[config.mk]
export PLATFORM = sky130hd
export DESIGN_NAME = pll_factor_calculator
export DESIGN_NICKNAME = d
export VERILOG_FILES = /design/src/hdl/pfc_pkg.sv /design/src/hdl/pfc_divider.sv /design/src/hdl/pfc_scaler.sv /design/src/hdl/pll_factor_calculator.sv
export VERILOG_INCLUDE_DIRS = /design/src /design/src/hdl
export SDC_FILE = /design/constraint.sdc
export NUM_CORES = 2
export LEC_CHECK = 0
export ABC_AREA = 1
export BUFFER_PORTS_ARGS = -buffer_cell sky130_fd_sc_hd__buf_4
export CAP_MARGIN = 20
export CORE_MARGIN = 8
export CORE_UTILIZATION = 35
export DETAILED_ROUTE_END_ITERATION = 8
export HOLD_SLACK_MARGIN = 0.12
export PLACE_DENSITY = 0.58
export SYNTH_ARGS = -nofsm -noshare
export SYNTH_HDL_FRONTEND = slang
export SYNTH_HIERARCHICAL = 1
export SYNTH_SLANG_ARGS = --single-unit
[constraint.sdc]
create_clock -name aclk -period 12.45 [get_ports aclk]
set_clock_uncertainty 0.1 [all_clocks]
set_input_delay 1.245 -clock aclk [delete_from_list [all_inputs] [get_ports aclk]]
set_output_delay 1.245 -clock aclk [all_outputs]
set_load 0.03 [all_outputs]
[src/hdl/pll_factor_calculator_macros.svh]
// Assertion macros used by the PLL factor calculator top level.
`ifndef PLL_FACTOR_CALCULATOR_MACROS_SVH
`define PLL_FACTOR_CALCULATOR_MACROS_SVH

// Same-cycle implication, checked on every rising edge out of reset.
`define PFC_ASSERT_NOW(lbl, ante, cons, msg) \
    lbl: assert property (@(posedge aclk) disable iff (!aresetn) (ante) |-> (cons)) \
        else $error(msg);

// Next-cycle implication, checked on every rising edge out of reset.
`define PFC_ASSERT_NEXT(lbl, ante, cons, msg) \
    lbl: assert property (@(posedge aclk) disable iff (!aresetn) (ante) |=> (cons)) \
        else $error(msg);

`endif

[src/hdl/pfc_pkg.sv]
// Types, constants and helper functions for the PLL factor calculator.
package pfc_pkg;

    // Frequency range after clamping (fits in 28 bits)
    localparam int FREQ_W = 28;
    localparam logic [31:0] FREQ_MAX = 32'd200000000;
    localparam logic [31:0] FREQ_MIN = 32'd250000;
    // At or below this the first post divider would exceed 128
    localparam logic [31:0] HIGH_DIV_EDGE = 32'd3125000;

    // Dividends of the post divider quotient
    localparam int REM_W = 29;
    localparam logic [REM_W-1:0] VCO_REF = 29'd400000000;
    localparam logic [REM_W-1:0] HIGH_DIV_REF = 29'd26666666;

    // Quotient is below 128 in both branches
    localparam int QUO_W = 7;
    localparam int REM_XW = REM_W + QUO_W - 1;

    localparam int PDIV_W = 8;
    localparam int ODIV_W = 4;
    localparam logic [ODIV_W-1:0] OUT_DIV_HIGH = 4'd15;
    localparam logic [ODIV_W-1:0] OUT_DIV_LOW = 4'd1;

    // VCO target stays below 2^30 (at most 600 MHz)
    localparam int TARGET_W = 30;

    // target * 8192 / 1e6 == target * 128 / 15625, split as
    // floor(target/15625)*128 + floor((target mod 15625)*128/15625)
    localparam int STEP_DIV = 15625;
    localparam int RECIP_W = 31;
    localparam int RECIP_SHIFT = 44;
    localparam logic [RECIP_W-1:0] RECIP = 31'd1125899907;  // ceil(2^44/15625)
    localparam int MPROD_W = TARGET_W + RECIP_W;
    localparam int QA_W = 16;
    localparam int RES_W = 14;
    localparam int LUT_W = 7;
    localparam int LUT_RECIP_W = 22;
    localparam int LUT_SHIFT = 28;
    localparam logic [LUT_RECIP_W-1:0] LUT_RECIP = 22'd2199024;  // ceil(2^35/15625)
    localparam int FRAC_W = 13;
    localparam int WHOLE_W = 10;

    // Divider entry
    typedef struct packed {
        logic [FREQ_W-1:0] freq;
        logic [REM_W-1:0]  rem;
        logic              high;
    } div_req_t;

    // Divider exit
    typedef struct packed {
        logic [FREQ_W-1:0] freq;
        logic [QUO_W-1:0]  quo;
        logic              high;
    } div_res_t;

    // Final settings
    typedef struct packed {
        logic [FRAC_W-1:0]  mult_fraction;
        logic [WHOLE_W-1:0] mult_integer;
        logic [ODIV_W-1:0]  output_divider;
        logic [PDIV_W-1:0]  post_divider;
    } pll_res_t;

    // floor(residue * 128 / 15625) by reciprocal multiply, exact for residue < 15625
    function automatic logic [LUT_W-1:0] frac_lut(input logic [RES_W-1:0] residue);
        logic [RES_W+LUT_RECIP_W-1:0] scaled;
        scaled = (RES_W+LUT_RECIP_W)'(residue) * (RES_W+LUT_RECIP_W)'(LUT_RECIP);
        return LUT_W'(scaled >> LUT_SHIFT);
    endfunction

endpackage

[src/hdl/pfc_divider.sv]
// Pipelined restoring divider: one post-divider quotient bit per stage.
module pfc_divider import pfc_pkg::*; (
    input  logic     aclk,
    input  logic     aresetn,
    input  logic     in_valid,
    output logic     in_ready,
    input  div_req_t in_data,
    output logic     out_valid,
    input  logic     out_ready,
    output div_res_t out_data
);

    typedef struct packed {
        logic [FREQ_W-1:0] freq;
        logic [REM_W-1:0]  rem;
        logic [QUO_W-1:0]  quo;
        logic              high;
    } div_stage_t;

    div_stage_t stage_reg [QUO_W];
    logic       v_reg [QUO_W];
    logic       en [QUO_W+1];

    assign en[QUO_W] = out_ready;

    for (genvar i = 0; i < QUO_W; i++) begin : g_stage
        localparam int K = QUO_W - 1 - i;

        div_stage_t        src;
        logic              src_v;
        div_stage_t        stage_next;
        logic [REM_XW-1:0] shifted;
        logic [REM_XW-1:0] rem_ext;

        // Stage source: module input or the previous stage
        if (i == 0) begin : g_first
            assign src_v = in_valid;
            assign src = '{freq: in_data.freq, rem: in_data.rem, quo: '0,
                           high: in_data.high};
        end else begin : g_next
            assign src_v = v_reg[i-1];
            assign src = stage_reg[i-1];
        end

        // Trial subtract of freq << K
        always_comb begin
            shifted = REM_XW'(src.freq) << K;
            rem_ext = REM_XW'(src.rem);
            stage_next = src;
            if (rem_ext >= shifted) begin
                stage_next.rem = REM_W'(rem_ext - shifted);
                stage_next.quo = src.quo | (QUO_W'(1) << K);
            end
        end

        // Stage advances when empty or when the next one moves
        assign en[i] = !v_reg[i] || en[i+1];

        always_ff @(posedge aclk) begin
            if (!aresetn) begin
                v_reg[i] <= 1'b0;
            end else if (en[i]) begin
                v_reg[i] <= src_v;
            end
        end

        always_ff @(posedge aclk) begin
            if (en[i] && src_v) begin
                stage_reg[i] <= stage_next;
            end
        end
    end

    assign in_ready = en[0];
    assign out_valid = v_reg[QUO_W-1];
    assign out_data = '{freq: stage_reg[QUO_W-1].freq, quo: stage_reg[QUO_W-1].quo,
                        high: stage_reg[QUO_W-1].high};

endmodule

[src/hdl/pfc_scaler.sv]
// VCO target product and its split into integer and 13-bit fraction.
module pfc_scaler import pfc_pkg::*; (
    input  logic     aclk,
    input  logic     aresetn,
    input  logic     in_valid,
    output logic     in_ready,
    input  div_res_t in_data,
    output logic     out_valid,
    input  logic     out_ready,
    output pll_res_t out_data
);

    typedef struct packed {
        logic [TARGET_W-1:0] prod;
        logic [PDIV_W-1:0]   pdiv;
        logic                high;
    } sc_a_t;

    typedef struct packed {
        logic [TARGET_W-1:0] target;
        logic [PDIV_W-1:0]   pdiv;
        logic                high;
    } sc_b_t;

    typedef struct packed {
        logic [QA_W-1:0]     quo_step;
        logic [TARGET_W-1:0] target;
        logic [PDIV_W-1:0]   pdiv;
        logic                high;
    } sc_c_t;

    typedef struct packed {
        logic [QA_W-1:0]  quo_step;
        logic [RES_W-1:0] residue;
        logic [PDIV_W-1:0] pdiv;
        logic             high;
    } sc_d_t;

    sc_a_t a_reg, a_next;
    sc_b_t b_reg, b_next;
    sc_c_t c_reg, c_next;
    sc_d_t d_reg, d_next;
    logic  a_v_reg, b_v_reg, c_v_reg, d_v_reg;
    logic  a_en, b_en, c_en, d_en;

    logic [FREQ_W+PDIV_W-1:0]   fp_prod;
    logic [TARGET_W+ODIV_W-1:0] times15;
    logic [MPROD_W-1:0]         mprod;
    logic [TARGET_W-1:0]        back_step;

    // Stall chain: a stage moves when empty or when its successor moves
    assign d_en = !d_v_reg || out_ready;
    assign c_en = !c_v_reg || d_en;
    assign b_en = !b_v_reg || c_en;
    assign a_en = !a_v_reg || b_en;
    assign in_ready = a_en;

    // Stage A: post divider and f * pdiv
    always_comb begin
        a_next.pdiv = PDIV_W'(in_data.quo) + PDIV_W'(1);
        fp_prod = (FREQ_W+PDIV_W)'(in_data.freq) * (FREQ_W+PDIV_W)'(a_next.pdiv);
        a_next.prod = TARGET_W'(fp_prod);
        a_next.high = in_data.high;
    end

    // Stage B: in the high branch, apply output divider of 15 as (x << 4) - x
    always_comb begin
        times15 = ((TARGET_W+ODIV_W)'(a_reg.prod) << ODIV_W)
                - (TARGET_W+ODIV_W)'(a_reg.prod);
        b_next.target = a_reg.high ? TARGET_W'(times15) : a_reg.prod;
        b_next.pdiv = a_reg.pdiv;
        b_next.high = a_reg.high;
    end

    // Stage C: target / 15625 by reciprocal multiply
    always_comb begin
        mprod = MPROD_W'(b_reg.target) * MPROD_W'(RECIP);
        c_next.quo_step = QA_W'(mprod >> RECIP_SHIFT);
        c_next.target = b_reg.target;
        c_next.pdiv = b_reg.pdiv;
        c_next.high = b_reg.high;
    end

    // Stage D: target mod 15625
    always_comb begin
        back_step = TARGET_W'(c_reg.quo_step) * TARGET_W'(STEP_DIV);
        d_next.residue = RES_W'(c_reg.target - back_step);
        d_next.quo_step = c_reg.quo_step;
        d_next.pdiv = c_reg.pdiv;
        d_next.high = c_reg.high;
    end

    always_ff @(posedge aclk) begin
        if (!aresetn) begin
            a_v_reg <= 1'b0;
            b_v_reg <= 1'b0;
            c_v_reg <= 1'b0;
            d_v_reg <= 1'b0;
        end else begin
            if (a_en) a_v_reg <= in_valid;
            if (b_en) b_v_reg <= a_v_reg;
            if (c_en) c_v_reg <= b_v_reg;
            if (d_en) d_v_reg <= c_v_reg;
        end
    end

    always_ff @(posedge aclk) begin
        if (a_en && in_valid) a_reg <= a_next;
        if (b_en && a_v_reg) b_reg <= b_next;
        if (c_en && b_v_reg) c_reg <= c_next;
        if (d_en && c_v_reg) d_reg <= d_next;
    end

    // Scaled value = quo_step * 128 + lut; integer is its top, fraction its low 13 bits
    assign out_valid = d_v_reg;
    assign out_data.post_divider = d_reg.pdiv;
    assign out_data.output_divider = d_reg.high ? OUT_DIV_HIGH : OUT_DIV_LOW;
    assign out_data.mult_integer = WHOLE_W'(d_reg.quo_step >> (FRAC_W - LUT_W));
    assign out_data.mult_fraction = {d_reg.quo_step[FRAC_W-LUT_W-1:0],
                                     frac_lut(d_reg.residue)};

endmodule

[src/hdl/pll_factor_calculator.sv]
// Top level of the PLL factor calculator: input stage, divider, scaler, output register.

// Turns a requested frequency in Hz into PLL post divider, output divider and a
// fractional VCO multiplier (integer part plus 13-bit fraction of 1 MHz). One
// transfer is taken per clock while the output is not held off; each result passes
// through the input register, the restoring divider, which resolves one of the seven
// post-divider quotient bits per stage, four scaling stages and the output register.
// A held-off output only stalls stages that already hold data, so bubbles are
// squeezed out.
`include "pll_factor_calculator_macros.svh"

module pll_factor_calculator import pfc_pkg::*; (
    input  logic        aclk,
    input  logic        aresetn,
    input  logic        s_tvalid,
    output logic        s_tready,
    input  logic [31:0] s_tdata,   // [31:0] target_hz
    output logic        m_tvalid,
    input  logic        m_tready,
    output logic [39:0] m_tdata    // [7:0] post_divider, [11:8] output_divider,
                                   // [21:12] mult_integer, [34:22] mult_fraction
);

    div_req_t in_req_reg, in_req_next;
    logic     in_v_reg;
    logic     in_en;

    logic     div_in_ready;
    logic     div_out_valid;
    div_res_t div_out;
    logic     sc_in_ready;
    logic     sc_out_valid;
    pll_res_t sc_out;

    pll_res_t m_data_reg;
    logic     m_valid_reg;
    logic     out_en;

    // Input stage: clamp and pick the branch from the raw value
    always_comb begin
        logic [31:0] clamped;
        clamped = s_tdata;
        if (s_tdata > FREQ_MAX) begin
            clamped = FREQ_MAX;
        end else if (s_tdata < FREQ_MIN) begin
            clamped = FREQ_MIN;
        end
        in_req_next.freq = FREQ_W'(clamped);
        in_req_next.high = (s_tdata <= HIGH_DIV_EDGE);
        in_req_next.rem = in_req_next.high ? HIGH_DIV_REF : VCO_REF;
    end

    assign in_en = !in_v_reg || div_in_ready;
    assign s_tready = in_en;

    always_ff @(posedge aclk) begin
        if (!aresetn) begin
            in_v_reg <= 1'b0;
        end else if (in_en) begin
            in_v_reg <= s_tvalid;
        end
    end

    always_ff @(posedge aclk) begin
        if (in_en && s_tvalid) begin
            in_req_reg <= in_req_next;
        end
    end

    pfc_divider u_divider (
        .aclk      (aclk),
        .aresetn   (aresetn),
        .in_valid  (in_v_reg),
        .in_ready  (div_in_ready),
        .in_data   (in_req_reg),
        .out_valid (div_out_valid),
        .out_ready (sc_in_ready),
        .out_data  (div_out)
    );

    pfc_scaler u_scaler (
        .aclk      (aclk),
        .aresetn   (aresetn),
        .in_valid  (div_out_valid),
        .in_ready  (sc_in_ready),
        .in_data   (div_out),
        .out_valid (sc_out_valid),
        .out_ready (out_en),
        .out_data  (sc_out)
    );

    // Output register
    assign out_en = !m_valid_reg || m_tready;

    always_ff @(posedge aclk) begin
        if (!aresetn) begin
            m_valid_reg <= 1'b0;
        end else if (out_en) begin
            m_valid_reg <= sc_out_valid;
        end
    end

    always_ff @(posedge aclk) begin
        if (out_en && sc_out_valid) begin
            m_data_reg <= sc_out;
        end
    end

    assign m_tvalid = m_valid_reg;
    assign m_tdata = {5'b0, m_data_reg.mult_fraction, m_data_reg.mult_integer,
                      m_data_reg.output_divider, m_data_reg.post_divider};

    // Checks
    `PFC_ASSERT_NOW(a_ready_flow, m_tready, s_tready, "input stalled while output drains")
    `PFC_ASSERT_NOW(a_high_branch, m_valid_reg && m_data_reg.output_divider == OUT_DIV_HIGH, m_data_reg.post_divider >= PDIV_W'(1) && m_data_reg.post_divider <= PDIV_W'(107), "post divider out of range in divide-by-15 branch")
    `PFC_ASSERT_NOW(a_low_branch, m_valid_reg && m_data_reg.output_divider != OUT_DIV_HIGH, m_data_reg.output_divider == OUT_DIV_LOW && m_data_reg.post_divider >= PDIV_W'(2) && m_data_reg.post_divider <= PDIV_W'(128), "post divider out of range in direct branch")
    `PFC_ASSERT_NOW(a_mult_range, m_valid_reg, m_data_reg.mult_integer <= WHOLE_W'(600), "integer multiplier above VCO range")

endmodule
==> impl_metrics.csv <==
group,metric,value,unit
timing,finalHoldViolations,0,
cts,htreeDepth,3,
place,gp_congestion,0.956,
pwr,p_seq_share,44.9,%
die,die_y,448,µm
cts,cts_resized,0,
cts,clock_latency,0.72,ns
setup_path,crit_path_end_kind,"register",
hold_path,hold_depth,0,
logic_synthesis,synthArstFlopShare,0,%
cells_and_area,nNetsFinal,9240,
die,die_w,448,µm
cells_and_area,largest_reg_flops,405,
pwr,p_switching,1380,µW
route,vias_per_cell,4.78,
cells_and_area,layout_common_cells,"1903 x nand2_1, 1830 x inv_1, 760 x ha_1",
setup_path,criticalPathCategory,"reg2reg",
cts,clk_pin_slew_worst_paths,0.07,ns
setup_path,reg2reg_to,"u_scaler/c_reg[49]",
global_route,grt_pass1_wl,303000,µm
run,maxCapViolCount,0,
route,wl,199000,µm
place,dp_hpwl,169000,µm
pwr,power_density,74.8,nW/µm²
pwr,power_frac_comb,8.4,%
timing,rsz0062_at_grt,"false",
logic_synthesis,synth_edf_count,632,
cells_and_area,final_common_cell,"nand2_1",
timing,max_freq,0.143,GHz
die,row_count,158,
route,post-route-drc-count,0,
logic_synthesis,ys_warn_count,6,
timing,setup_viol,0,
logic_synthesis,ys_types,59,
run_status,status,"complete, no violations",
setup_path,cp_data_arrival_time,7.36,ns
cells_and_area,ff_latch_area,19100,µm²
cts,cts_buffers,84,
setup_path,ff2ff_setup_slack,5.44,ns
place,port_buffers,72,
timing,final_max_slew_viol_count,0,
route,num_vias,49900,
cts,cts_hold_buf,0,
die,dieArea,200000,µm²
route,ant_nets,0,
timing,finalCritPeriodShare,56.3,%
route,dr.pass1.iters,8,
route,wl_per_cell,19.0,µm
logic_synthesis,synth_flop_cell,"edfxtp_1",
cells_and_area,synthToLayoutAreaGrowth,9.44,%
cts,cts_root_buf,"clkbuf_16",
setup_path,cp.required,12.80,ns
hold_path,hp-class,"reg2reg",
global_route,track_usage,19.6,%
die,core_area,185000,µm²
cells_and_area,fillers,19000,
route,drtIter0Drc,3266,
die,initial_utilization,35.2,%
setup_path,r2r_start,"u_scaler/b_reg[36]",
hold_path,min_to,"m_tdata[31]",
timing,fin_tns_setup,0,ns
logic_synthesis,syn_avg_cell_area,8.37,µm²
setup_path,rr_worst_depth,22,
pwr,ir_drop,0.100,mV
setup_path,crit_start,"u_scaler/b_reg[36]",
place,dp.cells,10300,
pwr,pwr-share-clk,46.7,%
cts,cts_setup_buffers,0,
timing,max_slew_margin,31.6,%
logic_synthesis,netlist_instances,7783,
cells_and_area,layout.cells.non_filler,10400,
global_route,antenna_found_initial,3,
cts,cts_tree,"yes",
cts,clock_path_buffers,3,
cells_and_area,drive_gt1_share,4.61,%
setup_path,cp_max_fo,6,
global_route,grt_max_degree,64,
pwr,power.internal,3950,µW
global_route,grt_pass1_vias,50700,
timing,worst_pin_slew,1.03,ns
logic_synthesis,synth_seq_area_share,29.3,%
timing,period_needed,7.01,ns
setup_path,cp-start-kind,"register",
die,ioPinCount,78,
pwr,leakagePower,0.0356,µW
cts,cts.sinks,639,
logic_synthesis,ys_ff_latch,639,
cells_and_area,multi_input_area,38600,µm²
hold_path,holdCritStartpoint,"u_scaler/out_data[31]",
logic_synthesis,syn_area,65200,µm²
pwr,swShare,26.0,%
global_route,grt_overflow,0,
-- worst max path at each step --
| stage | end | slack, ns | depth (start not counted) |
|---|---|---|---|
| 6_report | u_scaler/c_reg[49] | 5.44 | 22 |
| 5_1_grt | u_scaler/c_reg[49] | 5.02 | 21 |
| 4_1_cts | u_scaler/c_reg[49] | 5.38 | 21 |
| 3_3_place_gp | u_scaler/c_reg[49] | 5.47 | 21 |
| 3_5_place_dp | u_scaler/c_reg[49] | 5.43 | 21 |
| 2_1_floorplan | u_scaler/c_reg[48] | 6.19 | 24 |
-- cells by family after synthesis --
group	Yosys count	share of synthesized area [%]
and+or+nand+nor	3163	20.7
DFF	639	29.3
adders and majority gates	1307	31.4
buffers and inverters	1955	11.7
xor gates and xnor gates	145	1.95
AOI/OAI and AO/OA	571	4.85
other	3	0.0173
-- worst max-delay path, stage by stage, from the launching register on --
cell	delay [ns]
edfxtp_1	0.53
fa_1	0.63
inv_1	0.07
fa_1	0.45
inv_1	0.10
fa_1	0.44
fa_1	0.56
inv_1	0.06
fa_1	0.53
inv_1	0.05
fa_1	0.42
ha_1	0.29
ha_1	0.31
ha_1	0.42
inv_1	0.22
o21bai_1	0.12
or2_1	0.26
a21oi_1	0.30
nor2_1	0.08
nor3_1	0.51
nand3_1	0.14
nand2_1	0.10
nand2_1	0.05
-- synthesized netlist by cell type, types with 6 or more instances --
cell      count  area share [%]
inv_1      1835              11
dfxtp_1       7            0.22
nor2_1      549             3.2
o21a_1        7           0.081
and2_1        6           0.058
o21bai_1     36            0.41
ha_1        760              15
a21o_1       21            0.24
buf_2        18            0.14
o21ai_0     137             1.1
fa_1        547              17
nor3_1       58            0.45
o21ai_1      50            0.38
inv_2        17           0.098
xnor2_1      41            0.55
buf_4        41            0.47
nor4_1        9           0.086
clkbuf_1     23            0.13
buf_6        13            0.22
a21oi_1     279             2.1
nand3b_1     46            0.53
or2_2        14            0.13
nor3_2       10            0.15
nand2_2      16            0.15
nand3_2      23            0.35
nand2_1    1903              11
nor2_4       13            0.22
nand4_1     186             1.8
nand3_1     293             2.3
nor2_2       24            0.23
a31oi_1       7           0.067
edfxtp_1    632              29
xor2_1      104             1.4
-- per-layer routing --
metal  share of wire (%)  GRT usage [%]  up-vias  wire (µm)
li1                    -              -    24600          -
met1                  44           25.5    23900      87800
met2                  48           34.4     1170      96100
met3                 4.2           2.33      259       8370
met4                 3.3           5.72        0       6570
met5                   0              0        -          0
-- power groups by stage --
stage | clock (µW) | combinational, µW | sequential, µW
2_1_floorplan | 0 | 317 | 2430
3_3_place_gp | 0 | 446 | 2440
3_5_place_dp | 0 | 446 | 2440
4_1_cts | 2570 | 450 | 2400
5_1_grt | 2640 | 510 | 2400
6_report | 2490 | 450 | 2400
-- per-stage QoR --
step	instance area [µm²]	worst slack, ns	utilization (%)	hold slack (ns)	power (µW)
floorplan	65300	6.19	-	0.300	2740
global placement	68500	5.47	37.0	0.300	2890
detailed placement	68500	5.43	37.0	0.305	2890
CTS	71300	5.38	38.5	0.303	5410
global route	71300	5.02	38.5	0.313	5550
finish	71300	5.44	38.5	0.302	5330
-- layout make-up --
class,count,share of cell area [%]
diodes,3,0.0105
clock buffers,95,3.01
clock inverters,59,0.961
inverters,1856,9.77
multi-input cells,5226,54.1
flip-flops and latches,639,26.8
well taps,2480,4.35
repair buffers,90,0.965
(Power assumes the default switching activity.)
